$ cat config.mk
export PLATFORM = sky130hd
export DESIGN_NAME = float_pair_to_half_pack
export DESIGN_NICKNAME = d
export VERILOG_FILES = /design/src/rtl/fphp_pkg.sv /design/src/rtl/fphp_classify.sv /design/src/rtl/fphp_round.sv /design/src/rtl/fphp_pack.sv /design/src/rtl/float_pair_to_half_pack.sv
export SDC_FILE = /design/constraint.sdc
export NUM_CORES = 1
export LEC_CHECK = 0
export ABC_AREA = 1
export BUFFER_PORTS_ARGS = -buffer_cell sky130_fd_sc_hd__buf_2
export CORE_MARGIN = 1
export CORE_UTILIZATION = 60
export DETAILED_ROUTE_END_ITERATION = 10
export PLACE_DENSITY = 0.76
export SLEW_MARGIN = 10
export SYNTH_ARGS = -nofsm -noshare
export SYNTH_HDL_FRONTEND = slang
export SYNTH_SLANG_ARGS = --single-unit
$ cat constraint.sdc
create_clock -name clk -period 5.6 [get_ports clk]
set_input_delay 1.12 -clock clk [delete_from_list [all_inputs] [get_ports clk]]
set_output_delay 1.12 -clock clk [all_outputs]
set_load 0.05 [all_outputs]
$ cat src/rtl/fphp_pkg.sv
// package for float_pair_to_half_pack: types and constants
package fphp_pkg;
	localparam logic [30:0] MagInf    = 31'h7F800000;
	localparam logic [30:0] MagOvf    = 31'h477FF000;
	localparam logic [30:0] MagNormal = 31'h38800000;
	localparam logic [30:0] ExpBias   = 31'h38000000;
	localparam logic [14:0] HalfNan   = 15'h7E00;
	localparam logic [14:0] HalfInf   = 15'h7C00;

	typedef enum logic [2:0] {
		CLS_NAN,
		CLS_INF,
		CLS_ZERO,
		CLS_SUB,
		CLS_NORM
	} cls_t;

	// classified operand after stage one
	typedef struct packed {
		logic        sign;
		cls_t        cls;
		logic [30:0] mag;
		logic [4:0]  sh;
	} cls_word_t;
endpackage

$ cat src/rtl/fphp_classify.sv
// stage one logic: sort a single-precision pattern into its conversion case
module fphp_classify import fphp_pkg::*; (
	input  logic [31:0] bits,
	output cls_word_t   word
);
	logic [30:0] mag;
	logic [7:0]  expo;
	logic [7:0]  sh_full;

	assign mag     = bits[30:0];
	assign expo    = mag[30:23];
	assign sh_full = 8'd126 - expo;

	always_comb begin
		word.sign = bits[31];
		word.mag  = mag;
		word.sh   = sh_full[4:0];
		if (mag > MagInf) begin
			word.cls = CLS_NAN;
		end else if (mag >= MagOvf) begin
			word.cls = CLS_INF;
		end else if (mag >= MagNormal) begin
			word.cls = CLS_NORM;
		end else if (expo == 8'd0 || sh_full > 8'd25) begin
			word.cls = CLS_ZERO;
		end else begin
			word.cls = CLS_SUB;
		end
	end
endmodule

$ cat src/rtl/fphp_round.sv
// stage two logic: rounding add for the normal and subnormal cases
module fphp_round import fphp_pkg::*; (
	input  cls_word_t   word,
	output logic [31:0] sum
);
	logic [24:0] sig;
	logic [25:0] half_ulp;

	assign sig      = {2'b01, word.mag[22:0]};
	assign half_ulp = 26'd1 << (word.sh - 5'd1);

	always_comb begin
		if (word.cls == CLS_SUB) begin
			sum = {6'd0, {1'b0, sig} + half_ulp};
		end else begin
			sum = {1'b0, word.mag} + 32'hFFF + {31'd0, word.mag[13]};
		end
	end
endmodule

$ cat src/rtl/fphp_pack.sv
// stage three logic: final shift and special-value select
module fphp_pack import fphp_pkg::*; (
	input  cls_word_t   word,
	input  logic [31:0] sum,
	output logic [15:0] half
);
	logic [31:0] norm;
	logic [25:0] sub;

	assign norm = (sum - {1'b0, ExpBias}) >> 13;
	assign sub  = sum[25:0] >> word.sh;

	always_comb begin
		unique case (word.cls)
			CLS_NAN:  half = {word.sign, HalfNan};
			CLS_INF:  half = {word.sign, HalfInf};
			CLS_ZERO: half = {word.sign, 15'd0};
			CLS_SUB:  half = {word.sign, sub[14:0]};
			CLS_NORM: half = {word.sign, norm[14:0]};
			default:  half = {word.sign, 15'd0};
		endcase
	end
endmodule

$ cat src/rtl/float_pair_to_half_pack.sv
// top level: two-lane float32 to float16 converter and packer
//
// usage
//  - input channel: valid/ready with first_float and second_float, one
//    transaction carries one pair of single-precision bit patterns
//  - output channel: valid/ready with packed_halves, half of first_float
//    in bits 15..0 and half of second_float in bits 31..16
//  - path: an accepted pair is registered in s1, then s2, then s3, and
//    out_valid comes straight from the s3 valid bit
//  - one pair per cycle unless the receiver stalls; each lane has its own
//    classify, round and pack logic; the two values share only the handshake
//  - stages: s1 classify, s2 rounding add, s3 shift/select (output reg)
//  - when the receiver stalls, the pipeline compresses: a stage holds
//    while the stage after it is full and stalled, empty stages fill up,
//    and ready drops only when all three stages hold a transaction
//  - reset clears the valid bits; data registers are not reset
module float_pair_to_half_pack import fphp_pkg::*; (
	input  logic        clk,
	input  logic        arst_n,
	input  logic        in_valid,
	output logic        in_ready,
	input  logic [31:0] first_float,
	input  logic [31:0] second_float,
	output logic        out_valid,
	input  logic        out_ready,
	output logic [31:0] packed_halves
);
	cls_word_t   cls_a, cls_b, w_a_s1, w_b_s1, w_a_s2, w_b_s2;
	logic [31:0] sum_a, sum_b, sum_a_s2, sum_b_s2;
	logic [15:0] half_a, half_b;
	logic [31:0] out_s3;
	logic        v_s1, v_s2, v_s3;
	logic        en_s1, en_s2, en_s3;

	// per-stage advance: a stage loads when it is empty or its content moves on
	assign en_s3    = !v_s3 || out_ready;
	assign en_s2    = !v_s2 || en_s3;
	assign en_s1    = !v_s1 || en_s2;
	assign in_ready = en_s1;

	fphp_classify u_cls_a (.bits(first_float),  .word(cls_a));
	fphp_classify u_cls_b (.bits(second_float), .word(cls_b));
	fphp_round    u_rnd_a (.word(w_a_s1), .sum(sum_a));
	fphp_round    u_rnd_b (.word(w_b_s1), .sum(sum_b));
	fphp_pack     u_pck_a (.word(w_a_s2), .sum(sum_a_s2), .half(half_a));
	fphp_pack     u_pck_b (.word(w_b_s2), .sum(sum_b_s2), .half(half_b));

	always_ff @(posedge clk or negedge arst_n) begin
		if (!arst_n) begin
			v_s1 <= 1'b0;
			v_s2 <= 1'b0;
			v_s3 <= 1'b0;
		end else begin
			if (en_s1) v_s1 <= in_valid;
			if (en_s2) v_s2 <= v_s1;
			if (en_s3) v_s3 <= v_s2;
		end
	end

	// payload registers
	always_ff @(posedge clk) begin
		if (en_s1) begin
			w_a_s1 <= cls_a;
			w_b_s1 <= cls_b;
		end
		if (en_s2) begin
			w_a_s2   <= w_a_s1;
			w_b_s2   <= w_b_s1;
			sum_a_s2 <= sum_a;
			sum_b_s2 <= sum_b;
		end
		if (en_s3) begin
			out_s3 <= {half_b, half_a};
		end
	end

	assign out_valid     = v_s3;
	assign packed_halves = out_s3;
endmodule
[Word level (Yosys, flattened, before mapping)]
Cells that the tools add are included.
Word-level totals
  flip-flop bits (word level): 183
  word-level logic and storage cells: 84
Cells by class
  add/sub/neg operators: 12
  $lt $le $gt $ge: 8
  equal/unequal tests: 8
  shift-type cells: 4
  multiplexer cells: 10
  reduce and logical (&&, ||, !) cells: 16
Operators with widths (count)
  15-bit case mux with 4 select lines: 2
  31-bit by 30-bit >= comparator with 1-bit output (second input constant): 2
  31-bit >= comparator (second input constant): 2
  31-bit > comparator (second input constant): 2
  28-bit by 1-bit adder with 28-bit output: 2
  28-bit by 12-bit adder with 28-bit output (second input constant): 2
  28-bit subtractor (second input constant): 2
  24-bit by 26-bit adder with 26-bit output: 2
  26-bit 2-to-1 mux: 2
  1-bit by 5-bit << shifter with 26-bit output (first input constant): 2
  26-bit by 5-bit right shift with 15-bit output: 2
  8-bit by 5-bit > comparator with 1-bit output (second input constant): 2
  8-bit logical NOT: 2
  7-bit by 8-bit subtractor with 8-bit output (first input constant): 2
  3-bit by 2-bit equality test with 1-bit output (second input constant): 4
  5-bit by 1-bit subtractor with 5-bit output (second input constant): 2
  3-bit by 1-bit equality test with 1-bit output (second input constant): 2
  3-bit equality test (second input constant): 2
  3-bit logical NOT: 2
  3-bit 2-to-1 mux: 2
  3-bit OR reduction: 2
  1-bit logical OR: 5
  1-bit 2-to-1 mux: 4
  2-bit OR reduction: 2
  1-bit logical NOT: 3

[Longest topological paths before layout]
  word-level depth: 6
  mapped depth: 19
  depth with buffers taken out: 18

[Modules after synthesis]
Synthesis repeated with hierarchy kept, for this count alone.
Unflattened totals
  cells, all modules: 2253
  area total of the unflattened synthesis: 18147.4 sq um
By module, submodules not included
  float_pair_to_half_pack: times used 1, cells an instance 269, area an instance 7810.0 sq um, sequential area each 7762.4 sq um
  fphp_pack: times used 2, cells an instance 296, area an instance 1537.7 sq um, sequential area each 0.0 sq um
  fphp_round at u_rnd_b: times used 1, cells an instance 566, area an instance 2899.0 sq um, sequential area each 0.0 sq um
  fphp_round at u_rnd_a: times used 1, cells an instance 566, area an instance 2896.5 sq um, sequential area each 0.0 sq um
  fphp_classify: times used 2, cells an instance 130, area an instance 733.2 sq um, sequential area each 0.0 sq um

[Worst setup path after synthesis]
Ideal clock, no wire load.
  kind: input-to-output
  start: input out_ready
  end: output in_ready
  arrival: 3908 ps
  data required time: 4480 ps
  setup slack: 572 ps
  cell stages on the path: 4
  buffers on the path: 0
  cells stage by stage: inv_1 -> nand2_1 -> nor2_1 -> nand2_1
On the way
  word-level cells in the longest chain between the ends: 3
Ends and longest elaborated chain
  from (decl): line float_pair_to_half_pack.sv:25  | input logic out_ready,
  1-bit logical OR: line float_pair_to_half_pack.sv:36  | assign en_s3 = !v_s3 || out_ready;
  via en_s3: line float_pair_to_half_pack.sv:33  | logic en_s1, en_s2, en_s3;
  1-bit logical OR: line float_pair_to_half_pack.sv:37  | assign en_s2 = !v_s2 || en_s3;
  1-bit logical OR: line float_pair_to_half_pack.sv:38  | assign en_s1 = !v_s1 || en_s2;
  to (decl): line float_pair_to_half_pack.sv:21  | output logic in_ready,
The timed path passes the listed nets, and every way through them passes these cells.

==> results.md <==
- Status: completed
- CTS tree: done
- Peak supply drop: 0.0002026 V
- Crit Path Max Fanout: 10
- Fin Setup TNS: 0 ns
- Cells after synthesis: between 2000 and 2500
- Fmax achieved: approximately 300 MHz
- Final period util: 0.5927
- Yosys cell types: 63
- Initial antenna violation count: 0
- Area grow syn2layout: 8.610%
- DRC violations left: 0
- YS warnings: 0
- PD cells: 277.1 nW/um2
- Vias in the first global route: 12895
- Post-cts hold buffer count: 0
- Worst setup path start: w_b_s1[28]
- Worst setup margin: 2.281 ns
- Filler cells: 2143
- CTS root buf: clkbuf_16
- Ys async rst share: 0.01657
- Commonest non-fill, non-tap cell in the layout: nand2_1
- Pin count of the biggest net entering global routing: 74
- Clk buf depth: 2
- First-pass GRT wire length: about 66 mm
- Critical Path RT: 5.77 ns
- Starting Density: 0.6101
- Initial DRC Count: approximately 1500
- CTS Sinks: ~180
- Placed Instance Area: between 15000 and 20000 um2
- Post-CTS Setup Inserts: 0
- Switching share of total power: 0.3830
- Top_reg_cell synth: edfxtp_1
- RSZ-0062 raised after global routing: false
- Worst Reg2Reg Path Length in Cells: 18
- Die Ht: 159.3 um
- Via count: approximately 15000
- Synthesized flop and latch total: 181
- Gpl congestion: a little under 1
- Logic gate share of total power: 0.304
- Clock Power Share: 0.273
- CTS buffer count: 17
- # nets final: 2306
- Total GRT Usage: 0.3274
- Vias per cell: 5.857
- P_leak: 0.007428 uW
- Seq pwr share: 0.423
- Fin crit period: 3.319 ns
- Clock transition at path regs: ~0.070 ns
- # IOs: 102
- Setup Skew: between 0.015 and 0.02 ns
- Most frequent cells in the layout: 588 x nand2_1, 242 x nor2_1, 237 x inv_1, 183 x nand3_1, 178 x edfxtp_1
- Port Buffers: 101
- GR Overflow Total: 0
- Int Pwr: 2755 uW
- Cell Area, Synth: 14840 um2
- CP startpoint kind: flip-flop
- Hpwl dp: 32.65 mm
- N_diodes: 0
- Cts repair resizes: 0
- Mean Syn Cell Area: 7.076 um2
- Layout cells sized above 1: 0.09927
- Total of max-cap violations: 0
- Routed wire length: between 40 and 50 mm
- Synth Net Count: 2230
- Final Max Tran Viols: 0
- Fin area: about 16000 um2
- H-tree depth: 4
- HP Class: reg -> reg
- Reg2reg start: w_b_s1[28]
- Crit path arrival time: 3.49 ns
- Worst Setup EP: sum_b_s2[20]
- Final count of negative-setup-slack endpoints: 0
- R2R Setup Slk: 2.28 ns
- Least-Margin Pin Slew: roughly 0.94 ns
- WS Path Type: reg -> reg
- Pre-CTS setup slack: between 2 and 2.5 ns
- Die area: 25360 um2
- Switching power: 1710 uW
- Wirelength per Cell: 16.52 um
- DRT Pass-1 Iters: 6
- Die width: 159.3 um
- Overall Power: about 4500 uW
- EDFF count, synth: 178
- Setup crit end kind: flip-flop
- Relative slew margins: 0.3758
- Worst-Skew Late Latency: 0.44 ns
- Worst r2r dst: sum_b_s2[20]
- ANT nets after route: 0
- Sequential area share after synthesis: 0.3653
- Core area: 24320 um2
- # rows: 57
- Fin. Hold Viols: 0
[per-layer routing]
| metal | up-vias | GRT usage | share of wire |
|---|---|---|---|
| met5 | - | 0 | 0 |
| met4 | 0 | 0.07867 | 0.017 |
| met2 | 699 | 0.4972 | 0.43 |
| met1 | 6731 | 0.4986 | 0.46 |
| met3 | 66 | 0.03621 | 0.094 |
| li1 | 7204 | - | - |
[through the flow]
stage | instances | utilization | hold WS (ns)
2_1_floorplan | 2097 | - | 0.4003
3_3_place_gp | 2478 | 0.6384 | 0.4025
3_5_place_dp | 2478 | 0.6384 | 0.4061
4_1_cts | 2510 | 0.6627 | 0.4234
5_1_grt | 2510 | 0.6627 | 0.4237
6_report | 2510 | 0.6627 | 0.4240
[worst min path at each step]
stage                    start                 to  depth (start not counted)
finish              w_b_s2[39]  packed_halves[31]                          0
global route        w_a_s2[39]  packed_halves[15]                          0
CTS                 w_a_s2[39]  packed_halves[15]                          0
detailed placement  w_a_s2[39]  packed_halves[15]                          0
global placement    w_a_s2[39]  packed_halves[15]                          0
floorplan           w_a_s2[39]  packed_halves[15]                          0
[registers in the layout (all words and copies together), names as in the netlist]
register       cells
out_valid          1
packed_halves     32
sum_a_s2          28
sum_b_s2          28
v_s1               1
v_s2               1
w_a_s1            36
w_a_s2             9
w_b_s1            36
w_b_s2             9
[final cells by class]
class                   count  area [um2]  share of cell area
repair buffers            111       580.6             0.03602
flip-flops and latches    181        5420              0.3363
inverters                 250       942.2             0.05846
well taps                 324       405.4             0.02516
clock inverters            15       165.2             0.01025
clock buffers              17       425.4             0.02640
multi-input cells        1612        8177              0.5074
[critical path, cell delays in order, from the launching register on]
cell	delay (ns)
edfxtp_1	0.63
nor2_4	0.09
ha_1	0.37
inv_1	0.09
nor3_1	0.24
inv_1	0.13
nor2_1	0.22
fa_1	0.30
nand2_1	0.09
nand2_1	0.11
nand3_1	0.09
nand2_1	0.15
nand2_1	0.08
nand2_1	0.13
nand2_1	0.09
nand2_1	0.07
nand2_1	0.05
nand3_1	0.07
nand2_1	0.07
[power groups by stage]
stage,combinational (uW),clock [uW],sequential [uW]
2_1_floorplan,897,0,1970
3_3_place_gp,1300,0,1900
3_5_place_dp,1320,0,1910
4_1_cts,1330,1230,1880
5_1_grt,1500,1270,1910
6_report,1360,1220,1890
[cells in the mapped netlist (7+ instances only)]
library cell / count / area [um2]
nor3_1: 31 / 155.2
o21ai_1: 44 / 220.2
nand2_1: 589 / 2211
edfxtp_1: 178 / 5345
o211ai_1: 23 / 172.7
xor2_1: 17 / 148.9
nor2_1: 244 / 915.9
nor2_2: 8 / 50.05
buf_2: 21 / 105.1
nand4_1: 42 / 262.8
buf_6: 7 / 78.83
inv_1: 238 / 893.4
a22oi_1: 13 / 97.59
ha_1: 63 / 788.3
clkbuf_1: 19 / 71.32
o21ai_2: 9 / 78.83
and2_1: 9 / 56.30
nor4_1: 18 / 112.6
nand3_1: 183 / 915.9
or2_2: 12 / 75.07
nand3b_1: 10 / 75.07
a31oi_1: 8 / 50.05
o21bai_1: 10 / 75.07
or2_1: 15 / 93.84
nand2_2: 7 / 43.79
o21ai_0: 100 / 500.5
a21oi_1: 97 / 485.5
inv_2: 9 / 33.78
[cells by family after synthesis]
kind of cell / Yosys count / synth area share
buffers and inverters: 304 / 0.08449
XOR/XNOR: 20 / 0.01181
AO/OA/AOI/OAI: 335 / 0.1315
flip-flops: 181 / 0.3653
multiplexers: 6 / 0.004048
AND/OR/NAND/NOR: 1186 / 0.3470
adder cells (fa/ha/maj): 65 / 0.05582
Note: power is estimated with default switching activity, not from simulation.
